$ cat src/sv/vie_pkg.sv
`default_nettype none

package vie_pkg;

  // Sizes of the machine.
  localparam int unsigned MEM_BYTES_DEF = 256;
  localparam int unsigned REG_COUNT     = 16;

  // Request opcodes.
  localparam logic [1:0] IN_LOAD    = 2'd0;
  localparam logic [1:0] IN_EXEC    = 2'd1;
  localparam logic [1:0] IN_RESTART = 2'd2;
  localparam logic [1:0] IN_NOP     = 2'd3;

  // Instruction opcodes (top nibble of the instruction word).
  localparam logic [3:0] OP_LOAD  = 4'h1;
  localparam logic [3:0] OP_LDI   = 4'h2;
  localparam logic [3:0] OP_STORE = 4'h3;
  localparam logic [3:0] OP_MOVE  = 4'h4;
  localparam logic [3:0] OP_ADD   = 4'h5;
  localparam logic [3:0] OP_FADD  = 4'h6;
  localparam logic [3:0] OP_JUMP  = 4'hB;
  localparam logic [3:0] OP_HALT  = 4'hC;

  // Controller states.
  typedef enum logic [2:0] {
    S_IDLE,
    S_HI,
    S_LO,
    S_DEC,
    S_OPND,
    S_ALU,
    S_FP
  } state_e;

  // Datapath operations issued by the controller.
  typedef enum logic [3:0] {
    DP_IDLE,
    DP_LOAD_BYTE,
    DP_RESTART,
    DP_REPORT,
    DP_FETCH_HI,
    DP_FETCH_LO,
    DP_CAPTURE_LO,
    DP_DECODE,
    DP_OPND,
    DP_ALU,
    DP_FLOAT
  } dp_op_e;

  typedef struct packed {
    dp_op_e op;
    logic   finish;
  } dp_cmd_t;

  typedef struct packed {
    logic       halted;
    logic [3:0] xop;
  } dp_status_t;

  typedef struct packed {
    logic [7:0] next_pc;
    logic       halted;
    logic       reg_written;
    logic [3:0] reg_index;
    logic [7:0] reg_value;
    logic       mem_written;
    logic [7:0] mem_address;
    logic [7:0] mem_value;
    logic [3:0] executed_op;
  } result_t;

endpackage

`default_nettype wire

$ cat src/sv/vie_if.sv
`default_nettype none

// Request channel.
interface vie_in_if;
  logic       valid;
  logic       ready;
  logic [1:0] opcode;
  logic [7:0] load_address;
  logic [7:0] load_data;

  modport source (output valid, opcode, load_address, load_data, input ready);
  modport sink (input valid, opcode, load_address, load_data, output ready);
endinterface

// Result channel.
interface vie_out_if;
  logic       valid;
  logic       ready;
  logic [7:0] next_pc;
  logic       halted;
  logic       reg_written;
  logic [3:0] reg_index;
  logic [7:0] reg_value;
  logic       mem_written;
  logic [7:0] mem_address;
  logic [7:0] mem_value;
  logic [3:0] executed_op;

  modport source (output valid, next_pc, halted, reg_written, reg_index, reg_value,
                  mem_written, mem_address, mem_value, executed_op, input ready);
  modport sink (input valid, next_pc, halted, reg_written, reg_index, reg_value,
                mem_written, mem_address, mem_value, executed_op, output ready);
endinterface

`default_nettype wire

$ cat src/sv/vie_datapath.sv
`default_nettype none

module vie_datapath #(
  parameter int unsigned MEM_BYTES = vie_pkg::MEM_BYTES_DEF
) (
  input  logic                clk_i,
  input  logic                rst_ni,
  input  vie_pkg::dp_cmd_t    cmd_i,
  input  logic [7:0]          load_address_i,
  input  logic [7:0]          load_data_i,
  output vie_pkg::dp_status_t status_o,
  output vie_pkg::result_t    result_o
);
  import vie_pkg::*;

  localparam int unsigned AW = (MEM_BYTES > 1) ? $clog2(MEM_BYTES) : 1;

  // Address reduction modulo the memory size by conditional subtraction.
  function automatic logic [AW-1:0] addr_of(input logic [7:0] a);
    logic [12:0] r;
    r = {5'b0, a};
    for (int k = 4; k >= 0; k--) begin
      if (r >= (13'(MEM_BYTES) << k)) r = r - (13'(MEM_BYTES) << k);
    end
    return r[AW-1:0];
  endfunction

  // Signed 4.8 fixed point value of a float byte.
  function automatic logic signed [12:0] fmag(input logic [7:0] v);
    logic [10:0] m;
    m = 11'(v[3:0]) << v[6:4];
    return v[7] ? -$signed({2'b0, m}) : $signed({2'b0, m});
  endfunction

  // Re-encode a signed 4.8 sum into the float byte format.
  function automatic logic [7:0] fenc(input logic signed [12:0] s);
    logic [11:0] mag;
    logic [3:0]  ip;
    logic [2:0]  len;
    logic [2:0]  expf;
    logic [11:0] sh;
    mag  = s[12] ? 12'(-s) : 12'(s);
    ip   = mag[11:8];
    len  = ip[3] ? 3'd4 : ip[2] ? 3'd3 : ip[1] ? 3'd2 : ip[0] ? 3'd1 : 3'd0;
    expf = 3'(len + 3'd4);
    sh   = (mag >> 4) >> len;
    return {s[12], expf, sh[3:0]};
  endfunction

  logic [7:0]          mem_q [MEM_BYTES];
  logic [MEM_BYTES-1:0] mem_vld_q;
  logic [7:0]          mem_rdata_q;
  logic                mem_we, mem_re;
  logic [AW-1:0]       mem_waddr, mem_raddr;
  logic [7:0]          mem_wdata;

  logic [7:0] rf_q [REG_COUNT];
  logic [3:0] rf_raddr;
  logic [7:0] rf_rdata;

  logic [7:0] pc_q, pc_d;
  logic       halt_q, halt_d;
  logic [7:0] hi_q, hi_d, lo_q, lo_d, a_q, a_d;
  logic signed [12:0] fsum_q, fsum_d;

  logic       rw, mw, exec, jump, stop;
  logic [3:0] ri;
  logic [7:0] rv, ma, mv;
  logic [3:0] xop, r_f, x_f, y_f;
  result_t    res_q;

  assign xop = hi_q[7:4];
  assign r_f = hi_q[3:0];
  assign x_f = lo_q[7:4];
  assign y_f = lo_q[3:0];
  assign rf_rdata = rf_q[rf_raddr];

  // Main memory array with registered read.
  always_ff @(posedge clk_i) begin
    if (mem_we) mem_q[mem_waddr] <= mem_wdata;
    if (mem_re) mem_rdata_q <= mem_vld_q[mem_raddr] ? mem_q[mem_raddr] : '0;
  end

  // Per-entry valid bits: an unwritten byte reads as zero.
  always_ff @(posedge clk_i or negedge rst_ni) begin
    if (!rst_ni) begin
      mem_vld_q <= '0;
    end else if (mem_we) begin
      mem_vld_q[mem_waddr] <= 1'b1;
    end
  end

  // Operation decode.
  always_comb begin
    mem_we    = 1'b0;
    mem_re    = 1'b0;
    mem_waddr = addr_of(load_address_i);
    mem_wdata = load_data_i;
    mem_raddr = addr_of(pc_q);
    rf_raddr  = r_f;
    hi_d      = hi_q;
    lo_d      = lo_q;
    a_d       = a_q;
    fsum_d    = fsum_q;
    rw = 1'b0; ri = '0; rv = '0;
    mw = 1'b0; ma = '0; mv = '0;
    exec = 1'b0; jump = 1'b0; stop = 1'b0;
    unique case (cmd_i.op)
      DP_LOAD_BYTE: mem_we = 1'b1;
      DP_FETCH_HI:  mem_re = 1'b1;
      DP_FETCH_LO: begin
        hi_d      = mem_rdata_q;
        mem_re    = 1'b1;
        mem_raddr = addr_of(pc_q + 8'd1);
      end
      DP_CAPTURE_LO: lo_d = mem_rdata_q;
      DP_DECODE: begin
        exec = 1'b1;
        unique case (xop)
          OP_LOAD: begin
            mem_re    = 1'b1;
            mem_raddr = addr_of(lo_q);
          end
          OP_LDI: begin
            rw = 1'b1; ri = r_f; rv = lo_q;
          end
          OP_STORE: begin
            rf_raddr  = r_f;
            mw        = 1'b1;
            ma        = 8'(addr_of(lo_q));
            mv        = rf_rdata;
            mem_we    = 1'b1;
            mem_waddr = addr_of(lo_q);
            mem_wdata = rf_rdata;
          end
          OP_MOVE: begin
            rf_raddr = x_f;
            rw = 1'b1; ri = y_f; rv = rf_rdata;
          end
          OP_ADD, OP_FADD: begin
            rf_raddr = x_f;
            a_d      = rf_rdata;
          end
          OP_JUMP: begin
            rf_raddr = r_f;
            jump     = (rf_rdata == rf_q[0]);
          end
          OP_HALT: stop = 1'b1;
          default: ;
        endcase
      end
      DP_OPND: begin
        exec = 1'b1;
        rw = 1'b1; ri = r_f; rv = mem_rdata_q;
      end
      DP_ALU: begin
        exec     = 1'b1;
        rf_raddr = y_f;
        if (xop == OP_ADD) begin
          rw = 1'b1; ri = r_f; rv = a_q + rf_rdata;
        end else begin
          fsum_d = fmag(a_q) + fmag(rf_rdata);
        end
      end
      DP_FLOAT: begin
        exec = 1'b1;
        rw = 1'b1; ri = r_f; rv = fenc(fsum_q);
      end
      default: ;
    endcase
  end

  // Program counter and halt flag update.
  always_comb begin
    pc_d   = pc_q;
    halt_d = halt_q;
    if (cmd_i.op == DP_RESTART) begin
      pc_d   = '0;
      halt_d = 1'b0;
    end else if (cmd_i.finish && exec) begin
      if (jump) begin
        pc_d = lo_q;
      end else if (stop) begin
        halt_d = 1'b1;
      end else begin
        pc_d = pc_q + 8'd2;
        if (pc_q >= 8'd254) halt_d = 1'b1;
      end
    end
  end

  // Architectural state.
  always_ff @(posedge clk_i or negedge rst_ni) begin
    if (!rst_ni) begin
      pc_q   <= '0;
      halt_q <= 1'b0;
      for (int i = 0; i < REG_COUNT; i++) rf_q[i] <= '0;
    end else begin
      pc_q   <= pc_d;
      halt_q <= halt_d;
      if (cmd_i.finish && rw) rf_q[ri] <= rv;
    end
  end

  // Instruction and operand holding registers.
  always_ff @(posedge clk_i) begin
    hi_q   <= hi_d;
    lo_q   <= lo_d;
    a_q    <= a_d;
    fsum_q <= fsum_d;
  end

  // Result register, loaded when a request completes.
  always_ff @(posedge clk_i) begin
    if (cmd_i.finish) begin
      res_q.next_pc     <= pc_d;
      res_q.halted      <= halt_d;
      res_q.reg_written <= rw;
      res_q.reg_index   <= ri;
      res_q.reg_value   <= rv;
      res_q.mem_written <= mw;
      res_q.mem_address <= ma;
      res_q.mem_value   <= mv;
      res_q.executed_op <= exec ? xop : 4'h0;
    end
  end

  assign result_o        = res_q;
  assign status_o.halted = halt_q;
  assign status_o.xop    = xop;

endmodule

`default_nettype wire

$ cat src/sv/vie_controller.sv
`default_nettype none

module vie_controller (
  input  logic                clk_i,
  input  logic                rst_ni,
  input  logic                in_valid_i,
  input  logic [1:0]          in_opcode_i,
  output logic                in_ready_o,
  output logic                out_valid_o,
  input  logic                out_ready_i,
  input  vie_pkg::dp_status_t status_i,
  output vie_pkg::dp_cmd_t    cmd_o
);
  import vie_pkg::*;

  state_e state_q, state_d;
  logic   out_valid_q;
  logic   accept;

  assign in_ready_o = (state_q == S_IDLE) && !out_valid_q;
  assign accept     = in_valid_i && in_ready_o;

  // Next state.
  always_comb begin
    state_d = state_q;
    unique case (state_q)
      S_IDLE: begin
        if (accept && in_opcode_i == IN_EXEC && !status_i.halted) state_d = S_HI;
      end
      S_HI: state_d = S_LO;
      S_LO: state_d = S_DEC;
      S_DEC: begin
        priority if (status_i.xop == OP_LOAD) state_d = S_OPND;
        else if (status_i.xop == OP_ADD || status_i.xop == OP_FADD) state_d = S_ALU;
        else state_d = S_IDLE;
      end
      S_OPND: state_d = S_IDLE;
      S_ALU:  state_d = (status_i.xop == OP_ADD) ? S_IDLE : S_FP;
      S_FP:   state_d = S_IDLE;
      default: state_d = S_IDLE;
    endcase
  end

  // Datapath commands.
  always_comb begin
    cmd_o.op     = DP_IDLE;
    cmd_o.finish = 1'b0;
    unique case (state_q)
      S_IDLE: begin
        if (accept) begin
          unique case (in_opcode_i)
            IN_LOAD: begin
              cmd_o.op = DP_LOAD_BYTE; cmd_o.finish = 1'b1;
            end
            IN_EXEC: begin
              if (status_i.halted) begin
                cmd_o.op = DP_REPORT; cmd_o.finish = 1'b1;
              end else begin
                cmd_o.op = DP_FETCH_HI;
              end
            end
            IN_RESTART: begin
              cmd_o.op = DP_RESTART; cmd_o.finish = 1'b1;
            end
            IN_NOP: begin
              cmd_o.op = DP_REPORT; cmd_o.finish = 1'b1;
            end
            default: ;
          endcase
        end
      end
      S_HI: cmd_o.op = DP_FETCH_LO;
      S_LO: cmd_o.op = DP_CAPTURE_LO;
      S_DEC: begin
        cmd_o.op     = DP_DECODE;
        cmd_o.finish = !(status_i.xop == OP_LOAD || status_i.xop == OP_ADD ||
                         status_i.xop == OP_FADD);
      end
      S_OPND: begin
        cmd_o.op = DP_OPND; cmd_o.finish = 1'b1;
      end
      S_ALU: begin
        cmd_o.op = DP_ALU; cmd_o.finish = (status_i.xop == OP_ADD);
      end
      S_FP: begin
        cmd_o.op = DP_FLOAT; cmd_o.finish = 1'b1;
      end
      default: ;
    endcase
  end

  // State and result-valid registers.
  always_ff @(posedge clk_i or negedge rst_ni) begin
    if (!rst_ni) begin
      state_q     <= S_IDLE;
      out_valid_q <= 1'b0;
    end else begin
      state_q <= state_d;
      if (cmd_o.finish) out_valid_q <= 1'b1;
      else if (out_ready_i) out_valid_q <= 1'b0;
    end
  end

  assign out_valid_o = out_valid_q;

  // A request only completes into a free result register.
  a_finish_slot: assert property (@(posedge clk_i) disable iff (!rst_ni)
    cmd_o.finish |-> !out_valid_q) else $error("result overwritten");

  // A completed request is offered in the next cycle.
  a_result_follows: assert property (@(posedge clk_i) disable iff (!rst_ni)
    cmd_o.finish |=> out_valid_q) else $error("result not offered");

  // Work starts only on an accepted request.
  a_leave_idle: assert property (@(posedge clk_i) disable iff (!rst_ni)
    (state_q == S_IDLE && state_d != S_IDLE) |-> accept) else $error("spurious start");

  // Decode is always preceded by the second fetch.
  a_fetch_order: assert property (@(posedge clk_i) disable iff (!rst_ni)
    (state_q == S_DEC) |-> $past(state_q) == S_LO) else $error("decode out of order");

endmodule

`default_nettype wire

$ cat src/sv/vole_instruction_executor.sv
// Timing: a load, restart or no-op request, and an execute request while halted, completes
// in its accept cycle; an execute request otherwise runs two instruction fetches and decode,
// plus an operand read for memory loads, an add for integer adds and an add and re-encode
// for float adds; the result appears the cycle after completion. One request at a time:
// the next request is taken the cycle after the result is.
// Reset (asynchronous, active low) clears registers, memory valid bits, counter and halt.
`default_nettype none

module vole_instruction_executor #(
  parameter int unsigned MEM_BYTES = vie_pkg::MEM_BYTES_DEF
) (
  input  logic      clk_i,
  input  logic      rst_ni,
  vie_in_if.sink    req_i,
  vie_out_if.source rsp_o
);
  import vie_pkg::*;

  dp_cmd_t    cmd;
  dp_status_t status;
  result_t    result;

  vie_controller u_ctrl (
    .clk_i       (clk_i),
    .rst_ni      (rst_ni),
    .in_valid_i  (req_i.valid),
    .in_opcode_i (req_i.opcode),
    .in_ready_o  (req_i.ready),
    .out_valid_o (rsp_o.valid),
    .out_ready_i (rsp_o.ready),
    .status_i    (status),
    .cmd_o       (cmd)
  );

  vie_datapath #(
    .MEM_BYTES (MEM_BYTES)
  ) u_dp (
    .clk_i          (clk_i),
    .rst_ni         (rst_ni),
    .cmd_i          (cmd),
    .load_address_i (req_i.load_address),
    .load_data_i    (req_i.load_data),
    .status_o       (status),
    .result_o       (result)
  );

  assign rsp_o.next_pc     = result.next_pc;
  assign rsp_o.halted      = result.halted;
  assign rsp_o.reg_written = result.reg_written;
  assign rsp_o.reg_index   = result.reg_index;
  assign rsp_o.reg_value   = result.reg_value;
  assign rsp_o.mem_written = result.mem_written;
  assign rsp_o.mem_address = result.mem_address;
  assign rsp_o.mem_value   = result.mem_value;
  assign rsp_o.executed_op = result.executed_op;

endmodule

`default_nettype wire
$ cat src/flat_wrapper.sv
// flat-port wrapper written by rule: the top's interface ports become plain ports
module vole_instruction_executor_flat import vie_pkg::*;
#(
  parameter int unsigned MEM_BYTES = vie_pkg::MEM_BYTES_DEF
)
  (clk_i, rst_ni, req_i_valid, req_i_opcode, req_i_load_address, req_i_load_data, req_i_ready, rsp_o_valid, rsp_o_next_pc, rsp_o_halted, rsp_o_reg_written, rsp_o_reg_index, rsp_o_reg_value, rsp_o_mem_written, rsp_o_mem_address, rsp_o_mem_value, rsp_o_executed_op, rsp_o_ready);
  vie_in_if req_i_i ();
  vie_out_if rsp_o_i ();
  input  logic clk_i;
  input  logic rst_ni;
  input wire logic [$bits(req_i_i.valid)-1:0] req_i_valid;
  input wire logic [$bits(req_i_i.opcode)-1:0] req_i_opcode;
  input wire logic [$bits(req_i_i.load_address)-1:0] req_i_load_address;
  input wire logic [$bits(req_i_i.load_data)-1:0] req_i_load_data;
  output wire logic [$bits(req_i_i.ready)-1:0] req_i_ready;
  output wire logic [$bits(rsp_o_i.valid)-1:0] rsp_o_valid;
  output wire logic [$bits(rsp_o_i.next_pc)-1:0] rsp_o_next_pc;
  output wire logic [$bits(rsp_o_i.halted)-1:0] rsp_o_halted;
  output wire logic [$bits(rsp_o_i.reg_written)-1:0] rsp_o_reg_written;
  output wire logic [$bits(rsp_o_i.reg_index)-1:0] rsp_o_reg_index;
  output wire logic [$bits(rsp_o_i.reg_value)-1:0] rsp_o_reg_value;
  output wire logic [$bits(rsp_o_i.mem_written)-1:0] rsp_o_mem_written;
  output wire logic [$bits(rsp_o_i.mem_address)-1:0] rsp_o_mem_address;
  output wire logic [$bits(rsp_o_i.mem_value)-1:0] rsp_o_mem_value;
  output wire logic [$bits(rsp_o_i.executed_op)-1:0] rsp_o_executed_op;
  input wire logic [$bits(rsp_o_i.ready)-1:0] rsp_o_ready;
  assign req_i_i.valid = req_i_valid;
  assign req_i_i.opcode = req_i_opcode;
  assign req_i_i.load_address = req_i_load_address;
  assign req_i_i.load_data = req_i_load_data;
  assign req_i_ready = req_i_i.ready;
  assign rsp_o_valid = rsp_o_i.valid;
  assign rsp_o_next_pc = rsp_o_i.next_pc;
  assign rsp_o_halted = rsp_o_i.halted;
  assign rsp_o_reg_written = rsp_o_i.reg_written;
  assign rsp_o_reg_index = rsp_o_i.reg_index;
  assign rsp_o_reg_value = rsp_o_i.reg_value;
  assign rsp_o_mem_written = rsp_o_i.mem_written;
  assign rsp_o_mem_address = rsp_o_i.mem_address;
  assign rsp_o_mem_value = rsp_o_i.mem_value;
  assign rsp_o_executed_op = rsp_o_i.executed_op;
  assign rsp_o_i.ready = rsp_o_ready;
  vole_instruction_executor #(.MEM_BYTES(MEM_BYTES)) u_core (.clk_i(clk_i), .rst_ni(rst_ni), .req_i(req_i_i), .rsp_o(rsp_o_i));
endmodule
$ cat config.mk
export PLATFORM = sky130hd
export DESIGN_NAME = vole_instruction_executor_flat
export DESIGN_NICKNAME = d
export VERILOG_FILES = /design/src/sv/vie_pkg.sv /design/src/sv/vie_if.sv /design/src/sv/vie_datapath.sv /design/src/sv/vie_controller.sv /design/src/sv/vole_instruction_executor.sv /design/src/flat_wrapper.sv
export SDC_FILE = /design/constraint.sdc
export NUM_CORES = 2
export LEC_CHECK = 0
export BUFFER_PORTS_ARGS = -buffer_cell sky130_fd_sc_hd__buf_2
export CAP_MARGIN = 20
export CORE_ASPECT_RATIO = 1.75
export CORE_MARGIN = 8
export CORE_UTILIZATION = 30
export CTS_CLUSTER_DIAMETER = 50
export DETAILED_ROUTE_END_ITERATION = 10
export PLACE_DENSITY = 0.49
export SYNTH_ARGS = -nofsm -noshare
export SYNTH_HDL_FRONTEND = slang
export SYNTH_SLANG_ARGS = --single-unit
$ cat constraint.sdc
create_clock -name clk_i -period 9 [get_ports clk_i]
set_input_delay 1.35 -clock clk_i [delete_from_list [all_inputs] [get_ports clk_i]]
set_output_delay 1.35 -clock clk_i [all_outputs]
set_load 0.02 [all_outputs]
==> key figures <==
Floorplanning
  • Die width: 462.8 um
  • Num rows: 287
  • Die area: 0.3693 sq mm
  • Top-Level Pins: 67
  • Die Y-Extent: 798.0 um
  • Initial Utilization: 0.3010
  • Placeable Area: 0.3483 sq mm

Worst setup path
  • Worst R2R End: u_core.u_dp.fsum_q[12]
  • Worst path arrival time: 8.57 ns
  • R2R Setup Slk: 1.08 ns
  • Worst EP required: 9.64 ns
  • Slowest stage delay, CP: 0.93 ns
  • RR Startpoint: u_core.u_ctrl.state_q[0]
  • CP max-delay cell: or3_2
  • Critical Path Source: u_core.u_ctrl.state_q[0]
  • Worst Setup EP: u_core.u_dp.fsum_q[12]
  • Critical setup path kind: reg2reg
  • CP max FO: 36
  • Path depth of the worst reg2reg path: 28
  • Crit end category: flop
  • CP startpoint kind: flop

Drt
  • Vias/cell: 5.245
  • Residual DRC count: 0
  • Antenna-violating nets left: 0
  • Detailed Routing Iterations Pass 1: 8
  • DR iter-0 viols: 5846
  • Routed WL: 361400 um
  • Vias post-DR: 66.91k
  • DR WL/cell: 28.33 um

Synthesis
  • Async SR Flop Fraction: 0.1567
  • Cell Area, Synth: 0.1048 sq mm
  • Post-synth top area cell: edfxtp_1
  • Top_reg_cell synth: edfxtp_1
  • Synth area leaders: edfxtp_1, dfrtp_1, nand2_1, mux2i_1, a21oi_1
  • Mapped Cells: 7936
  • Post-synthesis sequential area ratio: 0.7066
  • Yosys reg bits: 2533
  • Yosys cell types: 91
  • Avg Inst Size Synth: 13.21 sq um
  • Syn nets: 7983
  • Yosys warning total: 0
  • Yosys top cell area share: 0.6119
  • EDFF count, synth: 2136

STA
  • Final Max Slew Viols: 0
  • RSZ-0062 raised after global routing: no
  • Relative slew slack: 0.1931
  • Worst Tran Pin Value: 1.210 ns
  • Clock Skew: 0.06573 ns
  • Crit share post-route: 0.8805
  • Setup TNS: 0 ns
  • Final hold slack: 0.4466 ns
  • Final setup fails: 0
  • Final hold vios: 0
  • Min Tclk post-route: 7.924 ns
  • Fmax: 126.2 MHz

Global routing
  • Initial antenna violation count: 11
  • Vias in the first global route: 67.37k
  • Pin count of the biggest net entering global routing: 162
  • Grt met2 use: 0.3394
  • Met1 Track Usage GR: 0.2075
  • Total GRT Usage: 0.1878
  • Most crowded layer after global routing: met2
  • GR Layer Usage met3: 0.02171
  • Global-route wire length before repair: 510300 um
  • Global route overflow: 0

CTS
  • H-Tree Depth: 4
  • CTS Buffer Depth: 4
  • Clock sinks: 2533
  • CTS clk-pin slew, worst paths: 0.07 ns
  • # resized after CTS: 0
  • CTS tree: built
  • Worst-skew pair later-pin latency: 0.93 ns
  • Hold Buf Count CTS: 0
  • CTS root buf: clkbuf_16
  • Post-CTS Setup Bufs: 0
  • Num CTS Buffers: 232

Cells and area
  • Fin nets: 7967
  • Final Non-Filler Cells: 12.76k
  • Fin util: 0.3402
  • Post-synthesis to final-layout area growth: 13.06%
  • Layout cells sized above 1: 0.1303

Min path
  • Worst min-delay path category: in2async

Placement
  • Count of input and output buffers: 66
  • Placed instance count: 12.31k
  • RD Place Congestion: 0.8675
  • Post-DP HPWL: 225900 um

Run
  • Max Cap Viol: 0

Power
  • Design Power: 45.35 mW
  • LEAKAGE: 41.43 nW
  • Maximum VDD drop: 0.3490 mV
  • PwrDens: 382.7 mW/mm^2

Status
  • Outcome: finished clean
==> per-stage QoR <==
step,setup slack (ns),instance area (sq um)
CTS,1.228,118400
floorplan,2.482,104800
global route,0.6145,118500
finish,1.076,118500
detailed placement,1.279,110900
global placement,1.128,110800
==> layout by cell type, fill, tap and decap left out, types with 22 or more instances in the layout <==
cell / netlist / layout
a211oi_1: 28 / 28
a21oi_1: 455 / 452
a311oi_1: 69 / 67
a31oi_1: 81 / 81
and3_1: 87 / 87
buf_12: 0 / 39
buf_2: 156 / 67
buf_4: 58 / 156
clkbuf_1: 249 / 56
clkbuf_16: 0 / 234
clkbuf_8: 0 / 23
clkinv_1: 3 / 33
clkinv_2: 0 / 36
dfrtp_1: 397 / 397
diode_2: 0 / 22
edfxtp_1: 2136 / 2136
ha_1: 23 / 23
inv_1: 63 / 62
mux2_2: 70 / 70
mux2i_1: 397 / 397
mux4_2: 40 / 40
nand2_1: 1593 / 1576
nand3_1: 337 / 335
nor2_1: 394 / 388
nor3_1: 69 / 68
nor4_1: 83 / 76
o211ai_1: 31 / 31
o21ai_0: 108 / 108
o221ai_1: 122 / 122
o22ai_1: 98 / 97
o31ai_1: 43 / 42
or2_2: 259 / 259
xnor2_1: 39 / 39
==> registers in the layout, indices dropped and copies added, names as in the netlist <==
name and cells:
u_core.u_dp.mem_q 2048, u_core.u_dp.mem_vld_q 256, u_core.u_dp.rf_q 128, u_core.u_dp.result_o 43
u_core.u_dp.fsum_q 13, u_core.u_dp.a_q 8, u_core.u_dp.hi_q 8, u_core.u_dp.lo_q 8
u_core.u_dp.mem_rdata_q 8, u_core.u_dp.pc_q 8, u_core.u_ctrl.state_q 3, u_core.u_ctrl.out_valid_o 1
u_core.u_dp.halt_q 1
==> power breakdown <==
group,total (mW),switching (mW),internal (mW)
logic,21.5,15.3,6.21
clock network,10.1,4.55,5.53
registers,13.8,0.363,13.4
==> worst min path at each step <==
stage | start | cells past startpoint | end
5_1_grt | u_core.u_dp.mem_vld_q[125] | 1 | u_core.u_dp.mem_vld_q[125]
2_1_floorplan | u_core.u_dp.mem_vld_q[113] | 1 | u_core.u_dp.mem_vld_q[113]
4_1_cts | rst_ni | 1 | u_core.u_dp.mem_vld_q[121]
6_report | rst_ni | 1 | u_core.u_dp.mem_vld_q[120]
3_3_place_gp | u_core.u_dp.mem_vld_q[129] | 1 | u_core.u_dp.mem_vld_q[129]
3_5_place_dp | u_core.u_dp.mem_vld_q[72] | 1 | u_core.u_dp.mem_vld_q[72]
==> cells in the mapped netlist (14+ instances only) <==
| cell | count |
|---|---|
| a31oi_1 | 81 |
| buf_2 | 156 |
| buf_4 | 58 |
| a211oi_1 | 28 |
| a2111oi_0 | 21 |
| a311oi_1 | 69 |
| edfxtp_1 | 2136 |
| o2111ai_1 | 20 |
| and2_1 | 19 |
| mux2i_1 | 397 |
| o21ai_0 | 108 |
| clkbuf_1 | 249 |
| inv_1 | 63 |
| a22oi_1 | 20 |
| o31ai_1 | 43 |
| a21o_1 | 27 |
| mux2_1 | 17 |
| xor2_1 | 14 |
| mux4_2 | 40 |
| nand2b_1 | 17 |
| mux2_2 | 70 |
| o311ai_0 | 14 |
| o22ai_1 | 98 |
| nand2_1 | 1593 |
| nor2_1 | 394 |
| or2_2 | 259 |
| or3_1 | 15 |
| dfrtp_1 | 397 |
| nand3_1 | 337 |
| o221ai_1 | 122 |
| nor4_1 | 83 |
| o211ai_1 | 31 |
| ha_1 | 23 |
| buf_1 | 49 |
| and3_1 | 87 |
| nand4_1 | 19 |
| nor3_1 | 69 |
| xnor2_1 | 39 |
| a21oi_1 | 455 |
==> kinds of logic after synthesis <==
group                      Yosys count  synth area share
xor gates and xnor gates            53          0.004428
and+or+nand+nor                   2959            0.1256
DFF                               2533            0.7066
AOI/OAI and AO/OA                 1251           0.07816
muxes                              526           0.05619
adders and majority gates           27          0.003330
buffers and inverters              587           0.02560
==> worst max-delay path: cells and delay by family, from the launching register on <==
family,cells,cell delay (ns)
compound gates,11,2.78
simple gates,7,1.67
buf+inv,3,0.85
flops,1,0.73
mux,2,0.65
fa+ha+maj,2,0.50
xor+xnor,3,0.45
==> per-layer routing <==
layer / part of all wire / wire, um / vias up
met5: 0.000061 / 22 / -
met4: 0.080 / 28820 / 4
met3: 0.047 / 16990 / 810
met2: 0.51 / 185700 / 2283
met1: 0.36 / 129900 / 34464
li1: - / - / 29348
==> final cells by class <==
type                       instances  area (sq um)
multi-input combinational       4816         28460
timing repair buffer             271          2380
inverter                          66         247.7
tap                             4624          5786
clock buffer                     313          6382
fill                           34011        229800
antenna                           22         55.05
clock inverter                   112          1129
sequential                      2533         74080
No activity file was read; power rests on OpenSTA's default activity.
